==> src/rtl/lmts_pkg.sv <==
// shared types, font tables and codes for the led matrix text scroller
package lmts_pkg;

    localparam int FONT_SIZE   = 37;
    localparam int GLYPH_W     = 6;
    localparam int LEN_W       = 7;
    localparam int REPEAT_W    = 16;
    localparam int STEP_W      = 10;
    localparam int CFG_INDEX_W = 2;
    localparam int CFG_DATA_W  = 16;

    localparam logic [GLYPH_W-1:0] SPACE_GLYPH = 6'd26;

    localparam logic [CFG_INDEX_W-1:0] CFG_MESSAGE_LENGTH  = 2'd0;
    localparam logic [CFG_INDEX_W-1:0] CFG_REFRESH_REPEATS = 2'd1;
    localparam logic [CFG_INDEX_W-1:0] CFG_DISPLAY_MODE    = 2'd2;

    localparam logic [REPEAT_W-1:0] REPEATS_RESET = 16'd250;

    localparam logic MODE_GLYPH  = 1'b0;
    localparam logic MODE_SCROLL = 1'b1;

    localparam logic ACTION_WRITE = 1'b0;
    localparam logic ACTION_TICK  = 1'b1;

    localparam logic [15:0] FONT_CODES [FONT_SIZE] = '{
        16'h0041, 16'h0042, 16'h0043, 16'h0044, 16'h0045, 16'h0046, 16'h0047,
        16'h0048, 16'h0049, 16'h004A, 16'h004B, 16'h004C, 16'h004D, 16'h004E,
        16'h004F, 16'h0050, 16'h0051, 16'h0052, 16'h0053, 16'h0054, 16'h0055,
        16'h0056, 16'h0057, 16'h0058, 16'h0059, 16'h005A, 16'h0020, 16'h0104,
        16'h0106, 16'h0118, 16'h0141, 16'h0143, 16'h00D3, 16'h015A, 16'h0179,
        16'h017B, 16'h0000
    };

    // column c of a glyph sits in byte c
    localparam logic [63:0] FONT_COLS [FONT_SIZE] = '{
        64'h0000FE111111FE00, 64'h00006E919191FF00, 64'h0000668181817E00,
        64'h00007E818181FF00, 64'h000081919191FF00, 64'h000001111111FF00,
        64'h00007A8981817E00, 64'h0000FF101010FF00, 64'h00008181FF818100,
        64'h00007F8181806000, 64'h000083442810FF00, 64'h000080808080FF00,
        64'h0000FF083008FF00, 64'h0000FF201008FF00, 64'h00007E8181817E00,
        64'h00000E111111FF00, 64'h0000FF8581817E00, 64'h00008E513111FF00,
        64'h0000629191914E00, 64'h00000101FF010100, 64'h00007F8080807F00,
        64'h00003F4080403F00, 64'h0000FF403840FF00, 64'h0000C3241824C300,
        64'h00000F10E0100F00, 64'h0000878991A1C100, 64'h0000000000000000,
        64'h00C07E1111117E00, 64'h01804C8282827C00, 64'h000041D151517F00,
        64'h0000808C9888FF00, 64'h0102FF040810FF00, 64'h01807C8282827C00,
        64'h0000649392924C00, 64'h0000868B92A2C200, 64'h000042474B526200,
        64'h0000000000000000
    };

    typedef struct packed {
        logic       glyph_ok;
        logic [2:0] glyph_col;
        logic [2:0] column;
    } tick_t;

    function automatic logic [GLYPH_W-1:0] code_to_glyph(input logic [15:0] code);
        logic [GLYPH_W-1:0] glyph;
        logic               found;
        glyph = SPACE_GLYPH;
        found = 1'b0;
        for (int i = 0; i < FONT_SIZE; i++)
        begin
            if (!found && FONT_CODES[i] == code)
            begin
                glyph = GLYPH_W'(i);
                found = 1'b1;
            end
        end
        return glyph;
    endfunction

endpackage

==> src/rtl/lmts_in_if.sv <==
// input channel: write and tick items
interface lmts_in_if;
    logic        valid;
    logic        ready;
    logic        action;
    logic [5:0]  char_position;
    logic [15:0] char_code;

    modport source (output valid, output action, output char_position, output char_code,
                    input ready);
    modport sink (input valid, input action, input char_position, input char_code,
                  output ready);
endinterface

==> src/rtl/lmts_out_if.sv <==
// output channel: column drive results
interface lmts_out_if;
    logic       valid;
    logic       ready;
    logic [7:0] row_bits;
    logic [2:0] column_select;

    modport source (output valid, output row_bits, output column_select, input ready);
    modport sink (input valid, input row_bits, input column_select, output ready);
endinterface

==> src/rtl/lmts_ram.sv <==
// generic single write port ram with registered read
module lmts_ram #(
    parameter int WIDTH = 6,
    parameter int DEPTH = 64
) (
    input  logic                     clk,
    input  logic                     we,
    input  logic [$clog2(DEPTH)-1:0] waddr,
    input  logic [WIDTH-1:0]         wdata,
    input  logic                     re,
    input  logic [$clog2(DEPTH)-1:0] raddr,
    output logic [WIDTH-1:0]         rdata
);

    logic [WIDTH-1:0] mem [DEPTH];
    logic [WIDTH-1:0] rdata_reg;

    always_ff @(posedge clk)
    begin
        if (we)
        begin
            mem[waddr] <= wdata;
        end
        if (re)
        begin
            rdata_reg <= mem[raddr];
        end
    end

    assign rdata = rdata_reg;

endmodule

==> src/rtl/led_matrix_text_scroller_top.sv <==
// top level of the led matrix text scroller
// a tick transfer reads the glyph ram in the font stage; the font lookup fills the output register
// throughput: one item per cycle; the output register lets a new item enter while a
// result waits, and input stalls only when the font stage and output are full and out_ch.ready is low
// reset: counters, scroll position, configuration and valid flags return to defaults; the
// glyph ram is not cleared; the user must write entries before ticks read them; the block does not enforce it
module led_matrix_text_scroller_top #(
    parameter int MESSAGE_DEPTH = 64
) (
    input  logic                                clk,
    input  logic                                rst_n,
    lmts_in_if.sink                             in_ch,
    lmts_out_if.source                          out_ch,
    input  logic                                cfg_we,
    input  logic [lmts_pkg::CFG_INDEX_W-1:0]    cfg_index,
    input  logic [lmts_pkg::CFG_DATA_W-1:0]     cfg_data
);

    localparam int ADDR_W = $clog2(MESSAGE_DEPTH);
    localparam int POS_W  = (MESSAGE_DEPTH >= 128) ? lmts_pkg::STEP_W
                                                   : $clog2(MESSAGE_DEPTH * 8);

    logic [lmts_pkg::LEN_W-1:0]    message_length_reg;
    logic [lmts_pkg::REPEAT_W-1:0] refresh_repeats_reg;
    logic                          display_mode_reg;

    logic [POS_W-1:0]              scroll_position_reg;
    logic [POS_W-1:0]              scroll_position_next;
    logic [2:0]                    column_counter_reg;
    logic [lmts_pkg::REPEAT_W-1:0] repeat_counter_reg;

    logic                          s1_valid_reg;
    lmts_pkg::tick_t               s1_reg;
    lmts_pkg::tick_t               s1_next;

    logic                          out_valid_reg;
    logic [7:0]                    row_bits_reg;
    logic [7:0]                    row_bits_next;
    logic [2:0]                    column_select_reg;

    logic                          in_accept;
    logic                          tick_acc;
    logic                          wr_acc;
    logic                          slot_ok;
    logic                          s1_advance;

    logic [lmts_pkg::LEN_W-1:0]    len_eff;
    logic [lmts_pkg::LEN_W-1:0]    glyph_cnt;
    logic [lmts_pkg::STEP_W-1:0]   steps;
    logic [lmts_pkg::STEP_W-1:0]   pos_cur;
    logic [lmts_pkg::STEP_W:0]     pos_inc;
    logic [lmts_pkg::STEP_W-1:0]   pos_wrap;
    logic [3:0]                    col_sum;
    logic [7:0]                    glyph_idx;
    logic [lmts_pkg::REPEAT_W-1:0] limit;
    logic [lmts_pkg::REPEAT_W-1:0] repeat_inc;

    logic [ADDR_W-1:0]             waddr;
    logic [ADDR_W-1:0]             raddr;
    logic [lmts_pkg::GLYPH_W-1:0]  wglyph;
    logic [lmts_pkg::GLYPH_W-1:0]  rglyph;
    logic [63:0]                   glyph_cols;

    assign s1_advance   = s1_valid_reg && (!out_valid_reg || out_ch.ready);
    assign in_ch.ready  = !s1_valid_reg || !out_valid_reg || out_ch.ready;
    assign in_accept    = in_ch.valid && in_ch.ready;
    assign tick_acc     = in_accept && (in_ch.action == lmts_pkg::ACTION_TICK);
    assign wr_acc       = in_accept && (in_ch.action == lmts_pkg::ACTION_WRITE);
    assign slot_ok      = 32'(in_ch.char_position) < 32'(MESSAGE_DEPTH);
    assign waddr        = ADDR_W'(32'(in_ch.char_position));
    assign wglyph       = lmts_pkg::code_to_glyph(in_ch.char_code);

    // view position and glyph address for the current tick, plus next scroll position and repeat limit
    always_comb
    begin
        len_eff   = (32'(message_length_reg) > 32'(MESSAGE_DEPTH))
                    ? lmts_pkg::LEN_W'(MESSAGE_DEPTH) : message_length_reg;
        glyph_cnt = (len_eff == '0) ? lmts_pkg::LEN_W'(1) : len_eff;
        steps     = (display_mode_reg == lmts_pkg::MODE_SCROLL)
                    ? {glyph_cnt, 3'b000} : {3'b000, glyph_cnt};
        pos_cur   = (lmts_pkg::STEP_W'(scroll_position_reg) >= steps)
                    ? '0 : lmts_pkg::STEP_W'(scroll_position_reg);
        col_sum   = {1'b0, pos_cur[2:0]} + {1'b0, column_counter_reg};
        if (display_mode_reg == lmts_pkg::MODE_SCROLL)
        begin
            glyph_idx         = {1'b0, pos_cur[9:3]} + {7'd0, col_sum[3]};
            s1_next.glyph_col = col_sum[2:0];
        end
        else
        begin
            glyph_idx         = {1'b0, pos_cur[6:0]};
            s1_next.glyph_col = column_counter_reg;
        end
        s1_next.glyph_ok = (len_eff != '0) && (glyph_idx < {1'b0, len_eff});
        s1_next.column   = column_counter_reg;
        raddr            = ADDR_W'(32'(glyph_idx));

        pos_inc              = {1'b0, pos_cur} + 11'd1;
        pos_wrap             = (pos_inc >= {1'b0, steps})
                               ? '0 : pos_inc[lmts_pkg::STEP_W-1:0];
        scroll_position_next = POS_W'(pos_wrap);
        limit                = (refresh_repeats_reg == '0)
                               ? lmts_pkg::REPEAT_W'(1) : refresh_repeats_reg;
        repeat_inc           = repeat_counter_reg + lmts_pkg::REPEAT_W'(1);
    end

    lmts_ram #(
        .WIDTH (lmts_pkg::GLYPH_W),
        .DEPTH (MESSAGE_DEPTH)
    ) u_glyph_ram (
        .clk   (clk),
        .we    (wr_acc && slot_ok),
        .waddr (waddr),
        .wdata (wglyph),
        .re    (tick_acc),
        .raddr (raddr),
        .rdata (rglyph)
    );

    always_comb
    begin
        glyph_cols    = '0;
        row_bits_next = 8'd0;
        if (s1_reg.glyph_ok && (32'(rglyph) < 32'(lmts_pkg::FONT_SIZE)))
        begin
            glyph_cols    = lmts_pkg::FONT_COLS[rglyph];
            row_bits_next = glyph_cols[{s1_reg.glyph_col, 3'b000} +: 8];
        end
    end

    // configuration registers
    always_ff @(posedge clk or negedge rst_n)
    begin
        if (!rst_n)
        begin
            message_length_reg  <= '0;
            refresh_repeats_reg <= lmts_pkg::REPEATS_RESET;
            display_mode_reg    <= lmts_pkg::MODE_SCROLL;
        end
        else if (cfg_we)
        begin
            case (cfg_index)
                lmts_pkg::CFG_MESSAGE_LENGTH:  message_length_reg  <= cfg_data[6:0];
                lmts_pkg::CFG_REFRESH_REPEATS: refresh_repeats_reg <= cfg_data;
                lmts_pkg::CFG_DISPLAY_MODE:    display_mode_reg    <= cfg_data[0];
                default: ;
            endcase
        end
    end

    // multiplex counters
    always_ff @(posedge clk or negedge rst_n)
    begin
        if (!rst_n)
        begin
            scroll_position_reg <= '0;
            column_counter_reg  <= '0;
            repeat_counter_reg  <= '0;
        end
        else if (tick_acc)
        begin
            column_counter_reg <= column_counter_reg + 3'd1;
            if (column_counter_reg == 3'd7)
            begin
                if (repeat_inc >= limit)
                begin
                    repeat_counter_reg  <= '0;
                    scroll_position_reg <= scroll_position_next;
                end
                else
                begin
                    repeat_counter_reg <= repeat_inc;
                end
            end
        end
    end

    // font stage and output register
    always_ff @(posedge clk or negedge rst_n)
    begin
        if (!rst_n)
        begin
            s1_valid_reg  <= 1'b0;
            out_valid_reg <= 1'b0;
        end
        else
        begin
            if (tick_acc)
            begin
                s1_valid_reg <= 1'b1;
            end
            else if (s1_advance)
            begin
                s1_valid_reg <= 1'b0;
            end
            if (s1_advance)
            begin
                out_valid_reg <= 1'b1;
            end
            else if (out_ch.ready)
            begin
                out_valid_reg <= 1'b0;
            end
        end
    end

    always_ff @(posedge clk)
    begin
        if (tick_acc)
        begin
            s1_reg <= s1_next;
        end
        if (s1_advance)
        begin
            row_bits_reg      <= row_bits_next;
            column_select_reg <= s1_reg.column;
        end
    end

    assign out_ch.valid         = out_valid_reg;
    assign out_ch.row_bits      = row_bits_reg;
    assign out_ch.column_select = column_select_reg;

    a_tick_reaches_stage: assert property (@(posedge clk) disable iff (!rst_n)
        tick_acc |=> s1_valid_reg)
        else $error("tick transfer did not reach the font stage");

    a_column_steps: assert property (@(posedge clk) disable iff (!rst_n)
        tick_acc |=> column_counter_reg == $past(column_counter_reg) + 3'd1)
        else $error("column counter did not advance on a tick");

    a_result_holds: assert property (@(posedge clk) disable iff (!rst_n)
        (out_valid_reg && !out_ch.ready) |=>
            (out_valid_reg && $stable(row_bits_reg) && $stable(column_select_reg)))
        else $error("stalled result changed");

endmodule
==> src/flat_wrapper.sv <==
// flat-port wrapper written by rule: the top's interface ports become plain ports
module led_matrix_text_scroller_top_flat 
#(
    parameter int MESSAGE_DEPTH = 64
)
  (clk, rst_n, cfg_we, cfg_index, cfg_data, in_ch_valid, in_ch_action, in_ch_char_position, in_ch_char_code, in_ch_ready, out_ch_valid, out_ch_row_bits, out_ch_column_select, out_ch_ready);
  lmts_in_if in_ch_i ();
  lmts_out_if out_ch_i ();
  input  logic clk;
  input  logic rst_n;
  input  logic cfg_we;
  input  logic [lmts_pkg::CFG_INDEX_W-1:0] cfg_index;
  input  logic [lmts_pkg::CFG_DATA_W-1:0] cfg_data;
  input wire logic [$bits(in_ch_i.valid)-1:0] in_ch_valid;
  input wire logic [$bits(in_ch_i.action)-1:0] in_ch_action;
  input wire logic [$bits(in_ch_i.char_position)-1:0] in_ch_char_position;
  input wire logic [$bits(in_ch_i.char_code)-1:0] in_ch_char_code;
  output wire logic [$bits(in_ch_i.ready)-1:0] in_ch_ready;
  output wire logic [$bits(out_ch_i.valid)-1:0] out_ch_valid;
  output wire logic [$bits(out_ch_i.row_bits)-1:0] out_ch_row_bits;
  output wire logic [$bits(out_ch_i.column_select)-1:0] out_ch_column_select;
  input wire logic [$bits(out_ch_i.ready)-1:0] out_ch_ready;
  assign in_ch_i.valid = in_ch_valid;
  assign in_ch_i.action = in_ch_action;
  assign in_ch_i.char_position = in_ch_char_position;
  assign in_ch_i.char_code = in_ch_char_code;
  assign in_ch_ready = in_ch_i.ready;
  assign out_ch_valid = out_ch_i.valid;
  assign out_ch_row_bits = out_ch_i.row_bits;
  assign out_ch_column_select = out_ch_i.column_select;
  assign out_ch_i.ready = out_ch_ready;
  led_matrix_text_scroller_top #(.MESSAGE_DEPTH(MESSAGE_DEPTH)) u_core (.clk(clk), .rst_n(rst_n), .in_ch(in_ch_i), .out_ch(out_ch_i), .cfg_we(cfg_we), .cfg_index(cfg_index), .cfg_data(cfg_data));
endmodule
==> config.mk <==
export PLATFORM = sky130hd
export DESIGN_NAME = led_matrix_text_scroller_top_flat
export DESIGN_NICKNAME = d
export VERILOG_FILES = /design/src/rtl/lmts_pkg.sv /design/src/rtl/lmts_in_if.sv /design/src/rtl/lmts_out_if.sv /design/src/rtl/lmts_ram.sv /design/src/rtl/led_matrix_text_scroller_top.sv /design/src/flat_wrapper.sv
export SDC_FILE = /design/constraint.sdc
export NUM_CORES = 1
export LEC_CHECK = 0
export ABC_AREA = 1
export BUFFER_PORTS_ARGS = -buffer_cell sky130_fd_sc_hd__buf_2
export CORE_MARGIN = 1.5
export CORE_UTILIZATION = 55
export DETAILED_ROUTE_END_ITERATION = 10
export GPL_TIMING_DRIVEN = 0
export MAX_ROUTING_LAYER = met4
export PLACE_DENSITY = 0.68
export SLEW_MARGIN = 5
export SYNTH_ARGS = -nofsm -noshare
export SYNTH_HDL_FRONTEND = slang
export SYNTH_SLANG_ARGS = --single-unit
==> constraint.sdc <==
create_clock -name clk -period 6.15 [get_ports clk]
set_input_delay 0.3075 -clock clk [delete_from_list [all_inputs] [get_ports clk]]
set_output_delay 0.3075 -clock clk [all_outputs]
set_load 0.01 [all_outputs]
==> summary.md, run 1 <==
| Metric | Value |
|---|---|
| Final Hold Vio Count | 0 |
| Setup tns final | 0 ns |
| Max_slew headroom | 26.23% |
| Worst r2r src | u_core.display_mode_reg$_DFFE_PN1P_ |
| Routed Antenna Nets | 0 |
| Fmax | roughly 170 MHz |
| Tcrit/Tclk final | between 90% and 100% |
| Die X | 210.9 µm |
| CTS buffer count | 50 |
| Syn. warnings | 0 |
| Worst EP arrival | around 6.3 ns |
| Fin area | 26820 µm² |
| Post-CTS Setup Bufs | 0 |
| Vias in the first global route | 18750 |
| # rows | 75 |
| Drt initial violations | roughly 2200 |
| Critical-path top delay cell | dfstp_2 |
| Synth Register Bits | 462 |
| R2r endpoint | u_core.s1_reg[6]$_DFFE_PP_ |
| Largest stage delay on the critical path | 0.62 ns |
| Startpoint Class | flip-flop |
| # DRC | 0 |
| Power density cells | 392.4 nW/µm² |
| DP Area | around 25000 µm² |
| Max FO, Critical Path | 10 |
| Worst setup EP type | flip-flop |
| Asr flop ratio synth | 11.69% |
| DP HPWL | 50.36 mm |
| Mapped Cells | 2599 |
| Post-synth EDFFs | 408 |
| CTS tree | done |
| Maximum VDD drop | 248.5 µV |
| Area leader, netlist | edfxtp_1 |
| Clk slew on worst S/H paths | around 0.050 ns |
| Tot Pwr | 0.01052 W |
| Largest register FFs | about 380 |
| Syn Area/Cell | approximately 9.1 µm² |
| Synthesized netlist net count | around 2700 |
| Top cells by area, synth | edfxtp_1, nand2_1, nand3_1, inv_1, dfrtp_1 |
| Worst Hold Launch | cfg_data[0] |
| Average wire per standard cell | 20.97 µm |
| Total track usage | 32.72% |
| Final setup vio count | 0 |
| Global route overflow | 0 |
| Most common cell after layout, fill and taps aside | nand2_1 |
| H-tree levels | 2 |
| Synth unique cells | 52 |
| CORE AREA | about 42000 µm² |
| Number of fill cells | 3492 |
| Worst r2r path cells | 29 |
| Crit path required time | around 6.6 ns |
| Cell repeated most along the worst path | nand2_1 |
| Place WS | -0.1863 ns |
| Final setup margin | 0.2679 ns |
| Crit path from | u_core.display_mode_reg$_DFFE_PN1P_ |
| Vias/cell | about 5.8 |
| Initial antenna violation count | 1 |
| RSZ-0062 raised after global routing | no |
| Fraction of layout instances using a drive strength above 1 | 7.814% |
| Setup CP Type | reg2reg |
| Worst-Margin Slew | between 1 and 1.5 ns |
| Nets | 2850 |
| Final setup skew | around 0.040 ns |
| Mapped cell area | 23770 µm² |
| Share of the synthesized area in the top cell type | 51.55% |
| Largest net degree at the start of global routing | 55 |
| Number of I/O pins | 59 |
| Antenna Cells | 0 |
| Routed WL | roughly 70 mm |
| Max Cap Viol | 0 |
| Die Y | 210.9 µm |
| Root Driver | clkbuf_16 |
| Hold slack | 0.03497 ns |
| Most frequent cells in the layout | nand2_1, edfxtp_1, inv_1 |
| Slew Viols, Final | 0 |
| Top FF cell, synth | edfxtp_1 |
| WHS Endpoint | u_core.display_mode_reg$_DFFE_PN1P_ |
| Placer congestion estimate | 0.9921 |
| Worst skew pair latency | 0.63 ns |
| Hold Path Class | in2reg |
| Via count | 19370 |
| Lkg Pwr | 11.36 nW |
| Area growth, synth to finish | 12.84% |
| Minimum clock period | ~5.9 ns |
| # port buffers | just under 60 |
| Hold-critical path depth | 3 |
| Clk buf depth | 3 |
| Status | completed |
| Starting Density | 56.16% |
| Seq/Total Area, Yosys | 57.27% |
| Global-route wire length before repair | 105.9 mm |
| Clock sink count | 462 |
| Die area | 44470 µm² |
| Reg-to-reg slack, setup | 0.27 ns |
| TritonRoute pass-1 iters | 6 |
-- metal layers --
| metal | vias up | routed length [µm] | global-route usage (%) |
|---|---|---|---|
| li1 | 9034 | - | - |
| met4 | 0 | 3144 | 14.70 |
| met1 | 9072 | 27920 | 42.36 |
| met5 | - | 0 | - |
| met3 | 200 | 6523 | 4.460 |
| met2 | 1066 | 32760 | 51.76 |
-- Yosys cell counts, types with 34 or more instances --
library cell and number:
dfrtp_1 47, nand2_1 609, ha_1 65, nand3_1 362, nand3b_1 61, o21ai_0 138, edfxtp_1 408, nor2_1 198
a21oi_1 62, inv_1 370, nand4_1 34, clkbuf_1 57
-- worst max path at each step --
stage / to / slack [ns] / cells past startpoint
finish: u_core.s1_reg[6]$_DFFE_PP_ / 0.27 / 29
global route: u_core.s1_reg[6]$_DFFE_PP_ / 0.03 / 32
CTS: u_core.s1_reg[6]$_DFFE_PP_ / 0.1 / 29
detailed placement: u_core.u_glyph_ram.rdata[5]$_DFFE_PP_ / -0.19 / 27
global placement: u_core.u_glyph_ram.mem[47][2]$_DFFE_PP_ / -0.53 / 7
floorplan: u_core.s1_reg[6]$_DFFE_PP_ / 1.16 / 29
-- power breakdown --
part / switching (W) / internal [W] / leakage [nW]
clock: 0.00125 / 0.00169 / 0.768
combinational: 0.00276 / 0.00118 / 5.27
sequential: 0.000112 / 0.00353 / 5.33
total: 0.00413 / 0.00640 / 11.4
-- through the flow --
| stage | instances | utilization [%] |
|---|---|---|
| 2_1_floorplan | 2599 | - |
| 3_3_place_gp | 3234 | 58.55 |
| 3_5_place_dp | 3247 | 59.19 |
| 4_1_cts | 3353 | 63.32 |
| 5_1_grt | 3354 | 63.37 |
| 6_report | 3354 | 63.37 |
-- cells by family after synthesis --
family / count (synthesis) / synth area share [%]
buffers and inverters: 488 / 8.139
flip-flops: 462 / 57.27
AO/OA/AOI/OAI: 266 / 6.386
AND/OR/NAND/NOR: 1300 / 24.07
XOR/XNOR: 17 / 0.6265
adder cells (fa/ha/maj): 66 / 3.506
-- critical path, delay by kind of cell, from the launching register on --
kind	cells	cell delay (ns)
buffers and inverters	8	1.40
DFF	1	0.62
and+or+nand+nor	11	1.46
adders and majority gates	5	1.46
AOI/OAI and AO/OA	5	0.75
-- cell type report --
| type | instances | area, µm² | share of cell area, % |
|---|---|---|---|
| plain buffers | 111 | 526.8 | 1.964 |
| repair buffers | 87 | 681.9 | 2.542 |
| inverters | 377 | 1415 | 5.276 |
| well taps | 577 | 721.9 | 2.692 |
| flip-flops and latches | 462 | 13610 | 50.75 |
| clock inverters | 25 | 272.8 | 1.017 |
| multi-input cells | 1649 | 8269 | 30.83 |
| clock buffers | 66 | 1321 | 4.926 |
-- timing repair --
action | in CTS | in global routing
pin swaps | 0 | 0
gates resized for setup | 3 | 8
hold buffers | 15 | 1
endpoints found under the hold margin | 19 | 47
endpoints found under the setup margin | 7 | 7
Note: power is estimated with default switching activity, not from simulation.
==> inputs of run 2 (changes only) <==
--- a/config.mk
+++ b/config.mk
@@ -7,11 +7,10 @@
 export LEC_CHECK = 0
 export ABC_AREA = 1
 export BUFFER_PORTS_ARGS = -buffer_cell sky130_fd_sc_hd__buf_2
-export CORE_MARGIN = 1.5
+export CORE_MARGIN = 1
 export CORE_UTILIZATION = 55
 export DETAILED_ROUTE_END_ITERATION = 10
 export GPL_TIMING_DRIVEN = 0
-export MAX_ROUTING_LAYER = met4
 export PLACE_DENSITY = 0.68
 export SLEW_MARGIN = 5
 export SYNTH_ARGS = -nofsm -noshare
==> summary.md, run 2 (synthesis gave the netlist of run 1 again) <==
| Metric | Value |
|---|---|
| CTS tree | done |
| Root Driver | clkbuf_16 |
| Cell repeated most along the worst path | nand2_1 |
| Area growth, synth to finish | 13.57% |
| Fmax | 172.5 MHz |
| Worst EP arrival | 6.24 ns |
| Vias/cell | approximately 5.7 |
| Tcrit/Tclk final | 94.27% |
| Final setup vio count | 0 |
| Placer congestion estimate | between 0.9 and 1 |
| Largest register FFs | around 380 |
| Crit path required time | 6.59 ns |
| Final setup skew | a little over 0.03 ns |
| # DRC | 0 |
| Worst-Margin Slew | between 1 and 1.5 ns |
| Worst setup EP type | flip-flop |
| Hold-critical path depth | 3 |
| Antenna Cells | 0 |
| Post-CTS Setup Bufs | 0 |
| Place WS | -0.1628 ns |
| Final setup margin | about 0.35 ns |
| Clk pwr share | 28.9% |
| Total track usage | 32.34% |
| Worst r2r path cells | 28 |
| Nets | roughly 2800 |
| DP HPWL | 50.98 mm |
| Die X | 209.9 µm |
| Minimum clock period | 5.798 ns |
| Most common cell after layout, fill and taps aside | nand2_1 |
| Number of I/O pins | 59 |
| Status | completed |
| # rows | 75 |
| Final Hold Vio Count | 0 |
| Die Y | 209.9 µm |
| Worst skew pair latency | 0.60 ns |
| Via count | 19120 |
| Critical-path top delay cell | dfstp_2 |
| Global-route wire length before repair | 107.1 mm |
| Average wire per standard cell | 20.91 µm |
| H-tree levels | 2 |
| Largest stage delay on the critical path | 0.62 ns |
| Int Pwr | 0.006559 W |
| Comb power frac | between 30% and 40% |
| P_sw | 0.004115 W |
| Clk buf depth | 3 |
| CORE AREA | about 42000 µm² |
| Setup CP Type | reg2reg |
| Hold Path Class | in2reg |
| Initial antenna violation count | 0 |
| Slew Viols, Final | 0 |
| Routed Antenna Nets | 0 |
| Reg power frac | 34.1% |
| Startpoint Class | flip-flop |
| Power density cells | slightly below 400 nW/µm² |
| Maximum VDD drop | 283.6 µV |
| Vias in the first global route | 18770 |
| Max FO, Critical Path | 19 |
| DP Area | 25160 µm² |
| Max_slew headroom | around 28% |
| Largest net degree at the start of global routing | 55 |
| Starting Density | 56.16% |
| Max Cap Viol | 0 |
| Fraction of layout instances using a drive strength above 1 | 8.036% |
| Drt initial violations | 2232 |
| CTS buffer count | 49 |
| Routed WL | 70.08 mm |
| Clock sink count | approximately 460 |
| Reg-to-reg slack, setup | 0.35 ns |
| RSZ-0062 raised after global routing | no |
| Lkg Pwr | 11.44 nW |
| Fin area | between 20000 and 30000 µm² |
| Most frequent cells in the layout | nand2_1, edfxtp_1, inv_1 |
| Global route overflow | 0 |
| Clk slew on worst S/H paths | around 0.060 ns |
| # port buffers | 58 |
| Die area | roughly 44000 µm² |
| Sw Ratio | 38.55% |
| TritonRoute pass-1 iters | 6 |
==> run 2: cell count changes in the layout (fill, tap and decap cells not counted), moves of 2 or more <==
| cell | change |
|---|---|
| buf_12 | -2 |
| buf_16 | +5 |
| buf_6 | -3 |
| buf_8 | +3 |
| bufinv_16 | +5 |
| clkbuf_1 | -2 |
| clkbuf_2 | -4 |
| clkinv_4 | +2 |
| dlygate4sd3_1 | -3 |
| inv_16 | -2 |
==> run 2: cell type report <==
class / instances / area [µm²]
Fill cell: 3501 / 15330
Sequential cell: 462 / 13610
Multi-Input combinational cell: 1649 / 8279
Inverter: 377 / 1415
Clock buffer: 60 / 1267
Timing Repair Buffer: 87 / 760.7
Tap cell: 577 / 721.9
Buffer: 110 / 519.2
Clock inverter: 30 / 416.7
==> run 2: stage by stage <==
stage               instances  hold WS, ns  setup TNS, ns  utilization (%)  power [W]
finish                   3352      0.03209              0            63.78    0.01067
global route             3352      0.03927              0            63.78    0.01121
CTS                      3351      0.01077              0            63.70    0.01061
detailed placement       3250       0.4052        -0.7491            59.44   0.007526
global placement         3234       0.4069         -80.90            58.55   0.007463
floorplan                2599      0.01191              0                -   0.006229
==> run 2: worst paths after layout <==
path                                                           from                                        end
max in group asynchronous                                     rst_n  u_core.repeat_counter_reg[14]$_DFFE_PN0P_
worst max-delay path            u_core.display_mode_reg$_DFFE_PN1P_      u_core.u_glyph_ram.rdata[0]$_DFFE_PP_
worst min register to register           u_core.s1_reg[2]$_DFFE_PP_   u_core.out_ch.column_select[2]$_DFFE_PP_
worst max register to register  u_core.display_mode_reg$_DFFE_PN1P_      u_core.u_glyph_ram.rdata[0]$_DFFE_PP_
min in group asynchronous                                     rst_n   u_core.column_counter_reg[0]$_DFFE_PN0P_
worst min-delay path                                    cfg_data[4]  u_core.refresh_repeats_reg[4]$_DFFE_PN1P_
==> run 2: what timing repair did <==
action                                 CTS  global route
cloned                                   0             0
endpoints found under the hold margin   12            47
setup endpoints to repair                7             7
hold buffers                            12             1
resized for setup                        1            10
==> run 2: per-layer routing <==
layer  track usage, %  vias up  part of all wire [%]
li1                 -     9024                     -
met5                0        -                     0
met1            42.91     9035                    40
met4            13.89        0                   4.1
met3            4.773      166                   8.5
met2            53.19      897                    47
==> run 2: power by group through the flow <==
stage / combinational (W) / sequential, W / clock [W]
2_1_floorplan: 0.00256 / 0.00367 / 0
3_3_place_gp: 0.00376 / 0.00370 / 0
3_5_place_dp: 0.00382 / 0.00370 / 0
4_1_cts: 0.00385 / 0.00364 / 0.00311
5_1_grt: 0.00432 / 0.00366 / 0.00322
6_report: 0.00394 / 0.00364 / 0.00309
==> run 2: worst max-delay path, delay by kind of cell (launching register included) <==
family          cells  cell delay, ns
flops               1            0.62
buf+inv             5            1.42
fa+ha+maj           4            1.10
simple gates       17            2.06
compound gates      2            0.42
